`config.mk`:
```
export PLATFORM = sky130hd
export DESIGN_NAME = spq_ctrl
export DESIGN_NICKNAME = d
export VERILOG_FILES = /design/src/spq_pkg.sv /design/src/spq_ctrl.sv
export SDC_FILE = /design/constraint.sdc
export NUM_CORES = 1
export LEC_CHECK = 0
export BUFFER_PORTS_ARGS = -buffer_cell sky130_fd_sc_hd__buf_4
export CAP_MARGIN = 20
export CORE_AREA = 2 2 39 41
export CTS_CLUSTER_DIAMETER = 120
export DETAILED_ROUTE_END_ITERATION = 16
export DIE_AREA = 0 0 41 43
export PLACE_DENSITY = 0.35
export SYNTH_ARGS = -nofsm -noshare
export SYNTH_HDL_FRONTEND = slang
export SYNTH_SLANG_ARGS = --single-unit
```
`constraint.sdc`:
```
create_clock -name clk -period 0.8 [get_ports clk]
set_input_delay 0.16 -clock clk [delete_from_list [all_inputs] [get_ports clk]]
set_output_delay 0.16 -clock clk [all_outputs]
set_load 0.1 [all_outputs]
```
`src/spq_pkg.sv`:
```
package spq_pkg;

    localparam int DATA_W        = 32;
    localparam int ENTRY_COUNT_W = 7;

    typedef logic signed [DATA_W-1:0] data_t;

    typedef enum logic
    {
        REQ_INSERT = 1'b0,
        REQ_DELETE = 1'b1
    } req_type_t;

    typedef enum logic [1:0]
    {
        ST_DONE      = 2'd0,
        ST_FULL      = 2'd1,
        ST_EMPTY     = 2'd2,
        ST_NOT_FOUND = 2'd3
    } status_t;

    typedef enum logic [1:0]
    {
        S_IDLE,
        S_COMPARE,
        S_COMMIT
    } state_t;

    // Sequencing strobes from the controller.
    typedef struct packed
    {
        logic cmp;
        logic commit;
    } ctrl_t;

    // Per-cycle command broadcast to every cell.
    typedef struct packed
    {
        logic cmp;
        logic ins;
        logic del;
    } cell_cmd_t;

endpackage

```
`src/spq_ctrl.sv`:
```
module spq_ctrl
    import spq_pkg::*;
(
    input  logic  clk,
    input  logic  rst_n,
    input  logic  req_valid,
    output logic  req_ready,
    output logic  rsp_valid,
    input  logic  rsp_ready,
    output ctrl_t ctrl
);

    state_t state_reg;
    state_t state_next;
    logic   rsp_valid_reg;
    logic   rsp_valid_next;
    logic   slot_free;

    assign slot_free = !rsp_valid_reg || rsp_ready;
    assign rsp_valid = rsp_valid_reg;

    always_comb
    begin
        state_next = state_reg;
        case (state_reg)
            S_IDLE:
            begin
                if (req_valid)
                    state_next = S_COMPARE;
            end
            S_COMPARE:
            begin
                state_next = S_COMMIT;
            end
            S_COMMIT:
            begin
                if (slot_free)
                    state_next = S_IDLE;
            end
            default:
            begin
                state_next = S_IDLE;
            end
        endcase
    end

    always_comb
    begin
        req_ready   = 1'b0;
        ctrl.cmp    = 1'b0;
        ctrl.commit = 1'b0;
        case (state_reg)
            S_IDLE:
            begin
                req_ready = 1'b1;
            end
            S_COMPARE:
            begin
                ctrl.cmp = 1'b1;
            end
            S_COMMIT:
            begin
                ctrl.commit = slot_free;
            end
            default:
            begin
                req_ready = 1'b0;
            end
        endcase
    end

    always_comb
    begin
        if (ctrl.commit)
            rsp_valid_next = 1'b1;
        else
            rsp_valid_next = rsp_valid_reg && !rsp_ready;
    end

    always_ff @(posedge clk or negedge rst_n)
    begin
        if (!rst_n)
        begin
            state_reg     <= S_IDLE;
            rsp_valid_reg <= 1'b0;
        end
        else
        begin
            state_reg     <= state_next;
            rsp_valid_reg <= rsp_valid_next;
        end
    end

    // A response is loaded only from the commit state.
    a_commit_state: assert property (@(posedge clk) disable iff (!rst_n)
        ctrl.commit |-> state_reg == S_COMMIT)
        else $error("commit outside commit state");

    a_commit_rsp: assert property (@(posedge clk) disable iff (!rst_n)
        ctrl.commit |=> rsp_valid_reg)
        else $error("committed request has no response");

    a_no_overwrite: assert property (@(posedge clk) disable iff (!rst_n)
        (rsp_valid_reg && !rsp_ready) |-> !ctrl.commit)
        else $error("pending response overwritten");

endmodule

```
# Yosys cells after proc, flatten, opt, wreduce, memory -nomap -nowiden
# Index checks and enable logic that the tools add are counted.
# word_totals
ff_bits	3
output_inout_bits	4
wordCells	19
input_bits	4
# op_classes
n_eq_ne	4
muxes	7
n_reduce_logical	6
# ops
operator	count
2-bit case mux with 3 select lines	1
1-bit 2-to-1 mux	4
2-bit 2-to-1 mux	2
2-bit inequality test (second input constant)	2
2-bit by 1-bit == test with 1-bit output (second input constant)	1
2-bit == test (second input constant)	1
1-bit zero test	2
2-bit zero test	1
2-bit AND reduction	1
1-bit logical AND	1
1-bit logical OR	1

# Logic depth before layout (Yosys ltp)
# depth
word_depth	4
depth_mapped	2

# Worst setup path after synthesis
# No wires, ideal clock.
# synth_timing
kind	flip-flop to output port
start	register rsp_valid_reg, in the netlist rsp_valid
end	output ctrl[0] (netlist name)
t_arrival_ps	2344
slack_ps	-1704
path_stages_with_launch	3
n_path_buf	0
path_cell_list	dfrtp_1 -> nand2b_1 -> nor2b_1
# synth_rtl
element	line	rtl
from (decl)	spq_ctrl.sv:15	logic rsp_valid_reg;
from (signal assigned)	spq_ctrl.sv:90	rsp_valid_reg <= rsp_valid_next;
to (decl)	spq_ctrl.sv:10	output ctrl_t ctrl

==> impl_metrics.ini <==
[worst_setup_path]
cp-end-kind = primary output
required_ns = 0.64
start_kind = register
worstPathMaxFanout = 2
path_class = register to primary output
worstRegToRegCells = 4
cp_data_arrival_time_ns = 1.10

[clock_network]
clk_latency_ns = 0.23
cts-root-buf = clkbuf_4
cts_buffers = 3
cts_tree = built
cts_num_sinks = 3
path_clk_slew_ns = 0.03
htree_levels = 1
clk_path_buf_depth = 2

[placement]
gp_congestion = 0.6811
portBuffers = 7

[synthesis]
synth_nets = 15
syn_area_per_cell_um2 = 11.49
ys_types = 8
yosysWarnings = 0
syn_inst = 11
yosysSeqAreaShare_pct = 59.41
synth_top_cell_area_share_pct = 59.41
synthTopCellsByArea = dfrtp_1, nand2b_1, nor2b_2
ys_ff_latch = 3
syn_area_um2 = 126.4
synth_top_area_cell = dfrtp_1

[die]
io_pins = 8
rows = 14
start_util_pct = 9.132
dieWidth_um = 41
die_height_um = 43
die_area_um2 = 1763
core_area_um2 = 1384

[sta]
layout_setup_ws_ns = -0.4627
fin_skew_ns = 0.0009374
max_freq_mhz = 792.0
fin_crit_ns = 1.263
period_share_pct = 157.8
hold_viol = 0
timing.slew.headroom_pct = 89.61
worstMarginPinSlew_ns = 0.1559
rsz0062_at_grt = true
drv_slew = 0
setup_viol = 7

[grt]
antenna_found_initial = 0
track_usage_pct = 6.942
grt_pass1_wl_um = 703
grt_pass1_vias = 174
gr-total-overflow = 0
grt_start_max_net_pins = 4

[routing]
drt_pass1_iterations = 2
wl_per_cell_um = 8.022
wl_um = 361
drtIter0Drc = 1
via_count = 144
routed_via_density = 3.200
postRouteAntennaNets = 0
drc_errors = 0

[layout]
fillers = 145
post-route-util_pct = 27.03
fin_nets = 34
areaGrowthSynthToFinish_pct = 196.0
drive_gt1_share_pct = 75.86
diodes = 0
largest_reg_flops = 2

[worst_hold_path]
hold_class = primary input to register
min_path_cells = 2

[job]
cap_violations = 0

[run_status]
failed_checks = negative setup slack
outcome = finished with violations
[routing by layer]
layer / GRT usage (%) / share of wire, % / up-vias
met1: 6.472 / 39 / 63
li1: - / - / 71
met5: 0 / 0 / -
met2: 8.750 / 46 / 10
met3: 7.853 / 14 / 0
met4: 4.000 / 0 / 0
[timing repair]
action                     4_1_cts  5_1_grt
hold buffers                     1        0
gates cloned                     0        0
setup endpoints to repair        6        7
pin swaps                        2        0
hold endpoints to repair         3        0
resized for setup               15        0
buffers inserted                 2        1
[kinds of logic (layout without fill, tap and decap cells)]
family	after synthesis	count (layout)	share of synthesized area (%)
AND/OR/NAND/NOR	7	7	34.66
flip-flops	3	3	59.40
AO/OA/AOI/OAI	1	1	5.943
buffers and inverters	0	18	0
[path summary, 6_finish.rpt]
check,startpoint,to,slack [ns]
max in group asynchronous,rst_n,rsp_valid$_DFF_PN0_,0.43
min reg2reg,state_reg[0]$_DFFE_PN0P_,state_reg[0]$_DFFE_PN0P_,0.67
min,req_valid,state_reg[0]$_DFFE_PN0P_,0.15
max,rsp_valid$_DFF_PN0_,ctrl[0],-0.46
min in group asynchronous,rst_n,rsp_valid$_DFF_PN0_,0.26
max reg2reg,state_reg[0]$_DFFE_PN0P_,state_reg[1]$_DFFE_PN0P_,-0.23
[critical path: stages (launching register included)]
cell	delay (ns)
dfrtp_4	0.48
nand2b_4	0.07
nor2b_4	0.15
buf_12	0.18
[cell usage after synthesis]
| cell type | number |
|---|---|
| nor2b_2 | 1 |
| o21bai_1 | 1 |
| nor2_2 | 1 |
| and2_1 | 1 |
| dfrtp_1 | 3 |
| nand2_1 | 1 |
| nor2b_1 | 1 |
| nand2b_1 | 2 |
[cell type report]
| class | instances | area, um2 | area share, % |
|---|---|---|---|
| repair buffers | 14 | 165.2 | 44.15 |
| multi-input cells | 8 | 83.83 | 22.41 |
| flip-flops and latches | 3 | 78.83 | 21.07 |
| clock buffers | 4 | 26.28 | 7.023 |
| well taps | 16 | 20.02 | 5.351 |
[stage by stage]
step	cell area, um2	std cells	hold slack [ns]	setup slack [ns]	setup TNS, ns
after floorplan	155.1	11	-0.1356	-0.6202	-2.077
after global placement	257.7	38	-0.04804	-0.3040	-1.019
after detailed placement	257.7	38	-0.04332	-0.3125	-1.031
after CTS	366.6	44	0.1393	-0.4778	-1.932
after global routing	374.1	45	0.1410	-0.5169	-2.345
final	374.1	45	0.1469	-0.4627	-2.003
[cell usage in the layout (no fill, tap or decap)]
cell,netlist,final
and2_1,1,1
buf_12,0,4
buf_4,0,7
buf_6,0,2
clkbuf_1,0,1
clkbuf_4,0,3
dfrtp_1,3,2
dfrtp_4,0,1
dlygate4sd3_1,0,1
nand2_1,1,1
nand2b_4,0,2
nor2_4,0,1
nor2b_4,0,2
o21bai_1,1,1
Power is not shown: default switching activity piles up to over one toggle a cycle in this logic, so the estimate is an artifact.
