$ cat src/spq_pkg.sv
package spq_pkg;

    localparam int DATA_W        = 32;
    localparam int ENTRY_COUNT_W = 7;

    typedef logic signed [DATA_W-1:0] data_t;

    typedef enum logic
    {
        REQ_INSERT = 1'b0,
        REQ_DELETE = 1'b1
    } req_type_t;

    typedef enum logic [1:0]
    {
        ST_DONE      = 2'd0,
        ST_FULL      = 2'd1,
        ST_EMPTY     = 2'd2,
        ST_NOT_FOUND = 2'd3
    } status_t;

    typedef enum logic [1:0]
    {
        S_IDLE,
        S_COMPARE,
        S_COMMIT
    } state_t;

    // Sequencing strobes from the controller.
    typedef struct packed
    {
        logic cmp;
        logic commit;
    } ctrl_t;

    // Per-cycle command broadcast to every cell.
    typedef struct packed
    {
        logic cmp;
        logic ins;
        logic del;
    } cell_cmd_t;

endpackage

$ cat src/spq_cell.sv
module spq_cell
    import spq_pkg::*;
(
    input  logic      clk,
    input  logic      rst_n,
    input  cell_cmd_t cmd,
    input  logic      occupied,
    input  data_t     req_value,
    input  data_t     left_entry,
    input  logic      left_shift,
    input  data_t     right_entry,
    output data_t     entry,
    output data_t     entry_next,
    output logic      ins_shift,
    output logic      match
);

    data_t entry_reg;
    logic  ge_reg;
    logic  free_reg;
    logic  match_reg;

    // An empty cell always takes part in an insert shift; together with the
    // descending order this keeps the shift flags monotone along the row.
    assign ins_shift = ge_reg | free_reg;
    assign match     = match_reg;
    assign entry     = entry_reg;

    always_comb
    begin
        entry_next = entry_reg;
        if (cmd.ins)
        begin
            if (left_shift)
                entry_next = left_entry;
            else if (ins_shift)
                entry_next = req_value;
        end
        else if (cmd.del)
        begin
            if (ge_reg)
                entry_next = right_entry;
        end
    end

    always_ff @(posedge clk)
    begin
        entry_reg <= entry_next;
    end

    always_ff @(posedge clk or negedge rst_n)
    begin
        if (!rst_n)
        begin
            ge_reg    <= 1'b0;
            free_reg  <= 1'b0;
            match_reg <= 1'b0;
        end
        else if (cmd.cmp)
        begin
            ge_reg    <= occupied && (req_value >= entry_reg);
            free_reg  <= !occupied;
            match_reg <= occupied && (req_value == entry_reg);
        end
    end

endmodule

$ cat config.mk
export PLATFORM = sky130hd
export DESIGN_NAME = spq_cell
export DESIGN_NICKNAME = d
export VERILOG_FILES = /design/src/spq_pkg.sv /design/src/spq_cell.sv
export SDC_FILE = /design/constraint.sdc
export NUM_CORES = 1
export LEC_CHECK = 0
export BUFFER_PORTS_ARGS = -buffer_cell sky130_fd_sc_hd__buf_2
export CAP_MARGIN = 0
export CORE_AREA = 2 2 105 107
export DETAILED_ROUTE_END_ITERATION = 7
export DIE_AREA = 0 0 107 109
export MAX_ROUTING_LAYER = met4
export PLACE_DENSITY_LB_ADDON = 0.12
export SYNTH_ARGS = -nofsm -noshare
export SYNTH_HDL_FRONTEND = slang
export SYNTH_SLANG_ARGS = --single-unit
$ cat constraint.sdc
create_clock -name clk -period 2.65 [get_ports clk]
set_clock_uncertainty 0.15 [all_clocks]
set_input_delay 0 -clock clk [delete_from_list [all_inputs] [get_ports clk]]
set_output_delay 0 -clock clk [all_outputs]
set_load 0.005 [all_outputs]
; Word level (Yosys, flattened, before mapping)
; Index checks and enable logic that the tools add are counted.
[word_totals]
n_memories = 0
in_bits = 103
latchBits = 0
ramBits = 0
out_inout_bits = 66
regBits = 35
elab_cells = 15
rom_bits = 0
[op_classes]
add_sub_neg = 0
n_eq_ne = 1
n_div = 0
n_reduce_logical = 3
order_cmp = 1
shift = 0
mux = 5
mul = 0
n_bitwise = 1
[ops]
columns = op, n
row1 = $mux W32, 5
row2 = $eq A32 B32 Y1, 1
row3 = $ge A32 B32 Y1, 1
row4 = $logic_and A1 B1 Y1, 2
row5 = $logic_not A1 Y1, 1
row6 = $or A1 B1 Y1, 1

; Depth between registers and ports, before layout
[depth]
depth_word = 4
ltp_mapped = 8
ltp_nobuf = 8

; Worst setup path before layout
; Ideal clock, no wire load.
[synth_path]
path_type = reg2reg
start = reg entry_reg[14] (netlist: entry[14])
end = reg ge_reg
setup_time_ps = 119
synth_period_minus_slack_ps = 1947
required_time_ps = 2381
arrival_time_ps = 1678
setup_slack_ps = 703
path_stages_with_launch = 9
cell_sequence = dfxtp_1 inv_1 ha_1 a21oi_2 nand2_1 a221o_1 o311ai_1 o31a_1 nand2_1
[synth_via]
elab_chain_len = 2
[synth_rtl]
columns = item, line_no
row1 = start: declaration, spq_cell.sv:18  ; data_t entry_reg;
row2 = start signal: assignment, spq_cell.sv:48  ; entry_reg <= entry_next;
row3 = $ge A32 B32 Y1, spq_cell.sv:61  ; ge_reg <= occupied && (req_value >= entry_reg);
row4 = $logic_and A1 B1 Y1, spq_cell.sv:61
row5 = end signal: assignment, spq_cell.sv:61
row6 = end: declaration, spq_cell.sv:19  ; logic ge_reg;
; No other way between the ends.
; A chain may end at the register's enable or synchronous reset.

; Final worst setup path
[layout_path]
start = reg ge_reg
end = reg entry_reg[15] (netlist: entry[15])
[layout_via]
elab_chain_len = 4
[layout_rtl]
columns = item, line_no
row1 = $or A1 B1 Y1, spq_cell.sv:25  ; assign ins_shift = ge_reg | free_reg;
row2 = $mux W32, spq_cell.sv:36  ; else if (ins_shift)
row3 = $mux W32, spq_cell.sv:34  ; if (left_shift)
row4 = $mux W32 (*), spq_cell.sv:32  ; if (cmd.ins)
; Every way passes the cells marked *; elsewhere a longest branch is shown, timed or not.

==> impl_summary.txt <==
----------------------------------------------------
[Route]
  Detailed Route WL ... 9.46 mm
  Vias per cell ... 4.52
  Count of nets left with antenna violations after detail routing ... 0
  Remaining design rule violation count ... 0
  Per-cell routed wire length ... 12.7 µm
  Number of violations reported at the end of detailed-routing iteration 0 ... 100
  Vias ... 3371
  First drt pass iteration count ... 4

[Floorplan]
  Number of I/O pins ... 169
  Floorplan die area ... 11700 µm²
  Core Footprint ... 10600 µm²
  Width of the die ... 107 µm
  Initial Util ... 27.2%
  Die boundary height ... 109 µm
  Cell row count ... 38

[Clock tree]
  Sinks on Clock Net ... 35
  Clock tree buffer depth ... 2
  Clock buffers created by TritonCTS ... 5
  H-tree depth ... 2
  Clock transition time at the flip-flop clock pins of the worst setup and hold paths ... 80 ps
  Clock latency reported for the late side of the worst-skew pair ... 290 ps
  CTS Root Buffer Type ... clkbuf_8
  Clock tree from TritonCTS ... done

[Setup path]
  Required time at the endpoint of the critical path ... 2680 ps
  CP Class ... flop to flop
  Cell count of the worst reg-to-reg path ... 5
  R2R setup slack ... 240 ps
  Crit path launch type ... flop
  Cell depth of the worst setup path ... 5
  Crit path capture type ... flop
  Highest net fanout along the worst path ... 17
  Family with the most delay on the worst path ... buffers and inverters
  Buffers & Inverters on Critical Path ... 2
  Data arrival time of the critical path ... 2440 ps
  Slowest stage cell, crit path ... dlygate4sd3_1
  Worst-path cell chain ... nand2_2, buf_12, mux2i_1, o21ai_0, dlygate4sd3_1
  Delay of the slowest cell on the worst path ... 620 ps

[Synth]
  Share of synthesized area occupied by flip-flops and latches ... 24.8%
  Share of synthesized area spent on multiplexers ... 22.2%
  Distinct cell type count after synthesis ... 31
  Synth warn ... 0
  Synth Area in Compound Gates ... 17.3%
  Synthesis-stage register bit count ... 35
  Post-Synth Adder-Cell Area ... 13.9%
  Dominant combinational cell family by area after synthesis ... multiplexers
  Post-synthesis share of cell area spent on xor and xnor gates ... 0%
  Synthesized area ... 2880 µm²
  Average cell area after synthesis ... 7.69 µm²
  Number of instances in the synthesized netlist ... 375
  Mapped Nets ... 510
  Simple-gate share of the synthesized area ... 14.1%

[Power and ir drop]
  Worst vdd rail ir drop ... 180 µV
  Static leakage ... 2.52 nW
  Pwr per Cell Area ... 473 nW/µm²
  Overall power consumption ... 2.21 mW

[Layout]
  Ant diodes ... 0
  Area of all placed cells without fillers ... 4670 µm²
  Fill cell count ... 1088
  Area delta synth->final ... 62.0%
  Number of nets at the end of the flow ... 740
  Final core area utilization ... 44.1%
  Max reg flops ... 32
  Non-Filler Instances ... 746
  Ratio of cells with drive above 1 in the final layout ... 30.4%

[Placement]
  Half-perimeter wire length after detailed placement ... 6.97 mm
  RD Place Congestion ... 0.746
  Post-detailed-placement cell area ... 3870 µm²
  Setup WS pre-CTS ... 539 ps
  Quantity of I/O buffers inserted on ports ... 168
  Number of cells in the design after placement ... 668

[STA]
  Maximum clock frequency ... 0.415 GHz
  Final Max Tran Viols ... 0
  Setup slack of the critical path after layout ... 240 ps
  Setup violators final ... 0
  Final worst path period share ... 91.0%
  Worst hold-check slack ... 52.6 ps
  Final hold viol count ... 0
  Time the worst path needs with I/O delays and setup ... 2410 ps
  Actual transition at the worst max-transition pin ... 1010 ps
  Aggregate negative setup slack ... 0 ps
  Setup repair after global routing missed its margin ... false
  Remaining max-slew budget at the tightest pin ... 32.7%

[GRT]
  Number of global-route vias before repair ... 3199
  Number of antenna violations at the first check in global routing ... 0
  Largest net degree at the start of global routing ... 65
  All-Layer GR Usage ... 16.3%
  Remaining global-route overflow ... 0
  Wire length of the first global-routing pass ... 14.7 mm

[Run status]
  Outcome ... complete, no violations

[Min path]
  Hold Path Stages ... 4
  Tightest Hold Check Type ... input pin to flop

[Job]
  Count of maximum capacitance violations ... 0

----------------------------------------------------
-- per-layer routing --
| layer | vias up | wire [µm] | global-route usage (%) |
|---|---|---|---|
| li1 | 1769 | - | - |
| met5 | - | 0 | - |
| met1 | 1491 | 4420 | 20.2 |
| met2 | 107 | 4480 | 27.7 |
| met3 | 4 | 499 | 2.99 |
| met4 | 0 | 68 | 3.62 |
-- power breakdown --
group / total, mW / internal [mW] / switching, mW / leakage [nW]
sequential: 0.704 / 0.616 / 0.0877 / 0.307
clock: 0.450 / 0.238 / 0.212 / 0.0515
combinational: 1.05 / 0.571 / 0.483 / 2.16
-- synth_stat cells --
master	count	area share, %
a211oi_1	1	0.26
a21boi_1	1	0.26
a21o_1	1	0.26
a21oi_1	13	2.3
a21oi_2	1	0.30
a221o_1	1	0.35
a22oi_1	1	0.26
and3_1	1	0.22
buf_1	3	0.39
buf_2	3	0.52
buf_4	3	0.78
clkbuf_1	11	1.4
dfrtp_1	3	2.6
dfxtp_1	32	22
ha_1	32	14
inv_1	35	4.6
mux2i_1	64	22
nand2_1	74	9.6
nand3_1	4	0.69
nand4_1	7	1.5
nor2_1	4	0.52
nor2_2	1	0.22
nor2b_1	1	0.22
nor3_1	1	0.17
nor4_1	2	0.43
nor4_2	1	0.43
o211ai_1	2	0.52
o21a_1	1	0.26
o21ai_0	69	12
o311ai_1	1	0.30
o31a_1	1	0.30
-- tightest hold or removal path, stage by stage --
cell	delay (ps)
buf_2	90
ha_1	180
o31a_1	140
nand2_1	40
-- cells in the final DEF (no fill, tap or decap), types with 4 or more instances in the layout --
| master | count |
|---|---|
| mux2i_1 | 64 |
| dfxtp_1 | 32 |
| clkbuf_8 | 7 |
| inv_1 | 35 |
| nand3_1 | 4 |
| o21ai_0 | 69 |
| a21oi_1 | 13 |
| ha_1 | 32 |
| nand4_1 | 7 |
| buf_2 | 168 |
| nor2_1 | 4 |
| nand2_1 | 73 |
| dlygate4sd3_1 | 70 |
-- cell families (layout without fill, tap and decap cells) --
logic type,count (synthesis),after routing
buffers and inverters,55,286
flip-flops,35,35
AO/OA/AOI/OAI,93,93
multiplexers,64,64
adder cells (fa/ha/maj),32,32
AND/OR/NAND/NOR,96,96
-- area by class of cell --
| type | count | area, µm² | area share, % |
|---|---|---|---|
| inverters | 35 | 131 | 2.81 |
| flip-flops and latches | 35 | 716 | 15.3 |
| well taps | 140 | 175 | 3.75 |
| clock buffers | 8 | 100 | 2.14 |
| multi-input cells | 285 | 1950 | 41.8 |
| repair buffers | 243 | 1600 | 34.2 |
-- timing repair --
item	4_1_cts	5_1_grt
setup endpoints to repair	0	1
gates resized for setup	0	1
buffers inserted	0	0
hold endpoints to repair	38	0
hold buffers	70	0
-- final timing paths --
check,from,end
max,ge_reg$_DFFE_PN0P_,entry[15]$_DFF_P_
min,req_value[31],ge_reg$_DFFE_PN0P_
max reg2reg,ge_reg$_DFFE_PN0P_,entry[15]$_DFF_P_
min reg2reg,match$_DFFE_PN0P_,match$_DFFE_PN0P_
max in group asynchronous,rst_n,match$_DFFE_PN0P_
min in group asynchronous,rst_n,free_reg$_DFFE_PN0P_
Note: power is estimated with default switching activity, not from simulation.
